==> config.mk <==
export PLATFORM = sky130hd
export DESIGN_NAME = msrt_cell
export DESIGN_NICKNAME = d
export VERILOG_FILES = /design/src/hw/rtl/merge_sorter_unit_macros.svh /design/src/hw/rtl/msrt_pkg.sv /design/src/hw/rtl/msrt_cell.sv
export SDC_FILE = /design/constraint.sdc
export NUM_CORES = 1
export LEC_CHECK = 0
export BUFFER_PORTS_ARGS = -buffer_cell sky130_fd_sc_hd__buf_4
export CAP_MARGIN = 5
export CORE_ASPECT_RATIO = 1.1
export CORE_UTILIZATION = 47
export DETAILED_ROUTE_END_ITERATION = 8
export MAX_ROUTING_LAYER = met4
export PLACE_DENSITY = 0.84
export SYNTH_ARGS = -nofsm -noshare
export SYNTH_HDL_FRONTEND = slang
export SYNTH_SLANG_ARGS = --single-unit
==> constraint.sdc <==
create_clock -name aclk -period 12.7 [get_ports aclk]
set_input_delay 1.905 -clock aclk [delete_from_list [all_inputs] [get_ports aclk]]
set_output_delay 1.905 -clock aclk [all_outputs]
set_load 0.01 [all_outputs]
==> src/hw/rtl/merge_sorter_unit_macros.svh <==
// ----------------------------------------------------------------------------
// merge sorter assertion macros
// shared concurrent assertion wrappers clocked on aclk
// ----------------------------------------------------------------------------
`ifndef MERGE_SORTER_UNIT_MACROS_SVH
`define MERGE_SORTER_UNIT_MACROS_SVH

// property checked on every rising edge outside reset
`define MSRT_ASSERT(label, prop, msg) \
    label: assert property (@(posedge aclk) disable iff (!aresetn) (prop)) else $error(msg);

// property checked on every rising edge, reset included
`define MSRT_ASSERT_ALWAYS(label, prop, msg) \
    label: assert property (@(posedge aclk) (prop)) else $error(msg);

`endif

==> src/hw/rtl/msrt_pkg.sv <==
// ----------------------------------------------------------------------------
// msrt_pkg
// beat types, cell control and state codes for the merge sorter
// ----------------------------------------------------------------------------
package msrt_pkg;

    // input beat
    typedef struct packed {
        logic signed [31:0] value;
        logic               last;
    } in_beat_t;

    // result beat
    typedef struct packed {
        logic signed [31:0] sorted_value;
        logic               last_out;
    } out_beat_t;

    // per-cycle command broadcast to every cell
    typedef struct packed {
        logic insert;
        logic shift;
    } cell_ctrl_t;

    // load / drain phases, one-hot
    typedef enum logic [1:0] {
        ST_LOAD  = 2'b01,
        ST_DRAIN = 2'b10
    } state_t;

endpackage

==> src/hw/rtl/msrt_cell.sv <==
// ----------------------------------------------------------------------------
// msrt_cell
// one slot of the sorting chain: holds a value, takes an insert or a shift
// ----------------------------------------------------------------------------
module msrt_cell
    import msrt_pkg::*;
(
    input  logic               aclk,
    input  logic               aresetn,
    input  cell_ctrl_t         ctrl,
    input  logic signed [31:0] ins_value,
    input  logic               left_gt,
    input  logic signed [31:0] left_value,
    input  logic               left_valid,
    input  logic signed [31:0] right_value,
    input  logic               right_valid,
    output logic signed [31:0] value,
    output logic               valid,
    output logic               gt
);

    logic signed [31:0] value_reg;
    logic signed [31:0] value_next;
    logic               valid_reg;
    logic               valid_next;

    // empty slots count as greater; equal held value stays ahead (stable)
    assign gt = !valid_reg || (value_reg > ins_value);

    // next slot contents
    always_comb begin
        value_next = value_reg;
        valid_next = valid_reg;
        if (ctrl.shift) begin
            value_next = right_value;
            valid_next = right_valid;
        end else if (ctrl.insert && gt) begin
            if (left_gt) begin
                value_next = left_value;
                valid_next = left_valid;
            end else begin
                value_next = ins_value;
                valid_next = 1'b1;
            end
        end
    end

    // occupancy flag
    always_ff @(posedge aclk) begin
        if (!aresetn) begin
            valid_reg <= 1'b0;
        end else begin
            valid_reg <= valid_next;
        end
    end

    // held value
    always_ff @(posedge aclk) begin
        value_reg <= value_next;
    end

    assign value = value_reg;
    assign valid = valid_reg;

endmodule

After elaboration in Yosys (flattened, before gate mapping):

Cells that the tools add are included.

* register bits: 33
* input bits: 103
* output and inout port bits: 34
* logic and storage cells: 13

* $lt $le $gt $ge: 1
* multiplexer cells: 6
* reductions and logical operators: 4

Operators by type and width (number)
* $mux W32: 3
* $gt A32 B32 Y1: 1
* $mux W1: 3
* $reduce_bool A2 Y1: 1
* $logic_and A1 B1 Y1: 1
* $logic_not A1 Y1: 1
* $logic_or A1 B1 Y1: 1

Logic depth before layout (Yosys ltp):

* word-level depth: 5
* depth in mapped cells: 8
* mapped depth without buffers: 8

Worst setup path before layout:

OpenSTA, ideal clock, no wires.

* path kind: input-to-reg
* start: in ins_value[14]
* end: reg value_reg[0], in the netlist value[0], enable pin
* library setup time: 466 ps
* data arrival time: 5270 ps
* data required time: 12234 ps
* path slack: 6964 ps
* cell stages on the path: 7
* buffers on the path: 0
* cells stage by stage: inv_1 -> ha_1 -> nand4_1 -> a2111oi_0 -> o31a_1 -> a211oi_2 -> o21ai_0

* word-level cells in the longest chain between the ends: 4

Ends and longest elaborated chain
* start: declaration: RTL line msrt_cell.sv:11 `input logic signed [31:0] ins_value,`
* $gt A32 B32 Y1: RTL line msrt_cell.sv:28 `assign gt = !valid_reg || (value_reg > ins_value);`
* $logic_or A1 B1 Y1: RTL line msrt_cell.sv:28
* $logic_and A1 B1 Y1: RTL line msrt_cell.sv:37 `end else if (ctrl.insert && gt) begin`
* $reduce_bool A2 Y1 (no line)
* end signal: assignment: RTL line msrt_cell.sv:59 `value_reg <= value_next;`
* end: declaration: RTL line msrt_cell.sv:22 `logic signed [31:0] value_reg;`

Every way passes these cells.
A chain may end at the register's enable or synchronous reset.

Worst setup path in the final report:

* start: in ins_value[5]
* end: out gt

* word-level cells in the longest chain between the ends: 2

Ends and longest elaborated chain
* $gt A32 B32 Y1: RTL line msrt_cell.sv:28
* $logic_or A1 B1 Y1: RTL line msrt_cell.sv:28
* end: declaration: RTL line msrt_cell.sv:19 `output logic gt`

Every way passes these cells.

==> metrics.md <==
| Metric | Value |
|---|---|
| CTS tree | done |
| # clock sinks | 33 |
| Number of synthesized flops with an enable pin | 32 |
| Maximum clock rate | 175 MHz |
| Grt peak-use layer | met2 |
| DRT Pass-1 Iters | 5 |
| Share of cells above drive strength 1 | 36.6% |
| Synth Register Bits | 33 |
| Initial antenna violation count | 0 |
| Worst hold path class | flop to flop |
| Worst Setup End Kind | output port |
| DIE AREA | 5640 um^2 |
| Hold Buf Count CTS | 0 |
| Final GP Congestion | 0.816 |
| Xor and xnor area share after synthesis | 0% |
| Initial drt markers | 86 |
| Min Hold Slack | 0.644 ns |
| Starting Density | 49.5% |
| Area grow syn2layout | 45.8% |
| DRC viols | 0 |
| M1 GR Usage | 26.4% |
| Horiz. Die Dim | 71.7 um |
| Worst vdd ir | 63.9 uV |
| # nets final | 533 |
| Overall routing resource usage | 25.3% |
| Post-Route WL | 6660 um |
| CTS Buffer Depth | 2 |
| Ranking of synthesized cells by area | edfxtp_1, ha_1, mux2i_1 |
| RSZ-0062 raised after global routing | no |
| I/O pin cnt | 137 |
| ANT nets after route | 0 |
| Num CTS Buffers | 5 |
| Mapped Cells | 266 |
| Power Density | 94.7 nW/um^2 |
| Period utilization | 45.0% |
| Post-synthesis compound-gate area fraction | 14.9% |
| Syn_nets | 401 |
| Adder-Cell Fraction of Synth Area | 16.0% |
| Synth top cells by count | nand2_1, inv_1, o21ai_0 |
| Mux share of post-synthesis cell area | 12.8% |
| Post-DP HPWL | 5310 um |
| R2R setup slack | 9.79 ns |
| Worst Setup EP | gt |
| Reg2Reg Launch Point | value[1] |
| Clock Latency Late Sink | 0.28 ns |
| CP Class | input pin to output port |
| Post-Synth Simple-Gate Area | 10.0% |
| Clk slew on worst S/H paths | 0.07 ns |
| Clk root buf | clkbuf_8 |
| Max_cap viols | 0 |
| Core box area | 5070 um^2 |
| Vias in the first global route | 2553 |
| Post-Syn Area | 2510 um^2 |
| Largest family of logic cells by synthesized area | adder cells |
| Synth area leader | edfxtp_1 |
| Crit path launch | ins_value[5] |
| H-Tree Depth | 2 |
| Largest register FFs | 32 |
| First-pass GRT wire length | 10900 um |
| Met3 Usage GRT | 3.98% |
| DR vias | 2431 |
| Main flop type after synthesis | edfxtp_1 |
| RR Endpoint | value[7] |
| Warnings from Yosys | 0 |
| Port-buffer cells | 136 |
| Post-cts resize count | 0 |
| Met2 Use GR | 47.6% |
| Postcts setup bufs | 0 |
| Mean Syn Cell Area | 9.44 um^2 |
| Setup TNS | 0 ns |
| CP startpoint kind | input pin |
| Most frequent cell after synthesis | nand2_1 |
| Worst path required time | 10.80 ns |
| Vias per cell | 5.32 |
| Tot Pwr | 347 uW |
| Arrival time worst endpoint | 3.81 ns |
| Result of the run | finished, final reports clean |
| Cell variety after synth | 29 |
| Clock Skew | 0.00776 ns |
| GR Overflow Total | 0 |
| Fin. max-slew vios | 0 |
| Worst slew pin tran | 1.06 ns |
| Leak | 1.90 nW |
| Post-Place Cells | 449 |
| Tmin final | 5.71 ns |
| Fraction of registers with async set/reset | 0% |
| CP Max Fanout | 3 |
| Row count | 27 |
| Top cell type's share of synthesized area | 38.3% |
| Die height | 78.6 um |
| Register area share after synthesis | 39.1% |
| Rel. slew slack | 29.4% |
| Routed WL per cell | 14.6 um |
| Hold Vio Cnt, Final | 0 |
| Final setup fails | 0 |
| ANT cells | 0 |
| Post-route insts no fill | 457 |
| Largest net degree at the start of global routing | 69 |
| Reg2reg path depth | 7 |
[layout make-up]
class                           instances  area [um^2]
Clock buffer                            8         90.1
Fill cell                             401         1410
Inverter                               37          139
Multi-Input combinational cell        185         1360
Sequential cell                        33          981
Tap cell                               58         72.6
Timing Repair Buffer                  136         1020
[kinds of logic after synthesis]
group / Yosys count
compound gates: 64
simple gates: 57
buf+inv: 48
flops: 33
mux: 32
fa+ha+maj: 32
[per-stage QoR]
stage | area [um^2] | setup WS [ns] | util [%]
6_report | 3660 | 6.99 | 72.2
5_1_grt | 3660 | 6.78 | 72.2
4_1_cts | 3660 | 6.98 | 72.2
3_5_place_dp | 3570 | 6.99 | 70.4
3_3_place_gp | 3570 | 7.02 | 70.4
2_1_floorplan | 2510 | 6.96 | -
[critical path, stage by stage]
cell,delay [ns]
buf_4,0.08
inv_1,0.04
ha_1,0.28
a21oi_1,0.17
o21ai_1,0.09
a221o_1,0.31
o31a_1,0.31
a211oi_2,0.28
o21ai_0,0.16
buf_4,0.17
[routing by layer]
layer	vias to the layer above	wire, um
li1	1216	-
met1	1111	2560
met2	96	3590
met3	8	450
met4	0	62
met5	-	0
[report_power, final]
part | internal (mW) | switching, mW | total, mW
combinational | 0.0625 | 0.0565 | 0.119
sequential | 0.138 | 0.00852 | 0.146
clock | 0.0442 | 0.0372 | 0.0814
[worst min path at each step]
| stage | start | to | cells after the start |
|---|---|---|---|
| finish | valid | valid | 3 |
| global route | valid | valid | 3 |
| CTS | valid | valid | 3 |
| detailed placement | valid | valid | 3 |
| global placement | valid | valid | 3 |
| floorplan | valid | valid | 3 |
[cells in the final DEF, fill, tap and decap left out, types with 2 or more instances in the layout]
master and n:
buf_4 136, nand2_1 40, inv_1 37, o21ai_0 36, mux2i_1 32, ha_1 32, edfxtp_1 32, a21oi_1 13
clkbuf_8 6, nand4_1 5, nand3_1 4, and4_1 3, a21o_1 2, nor2_1 2, nor3_1 2, clkbuf_1 2
Note: power is estimated with default switching activity, not from simulation.
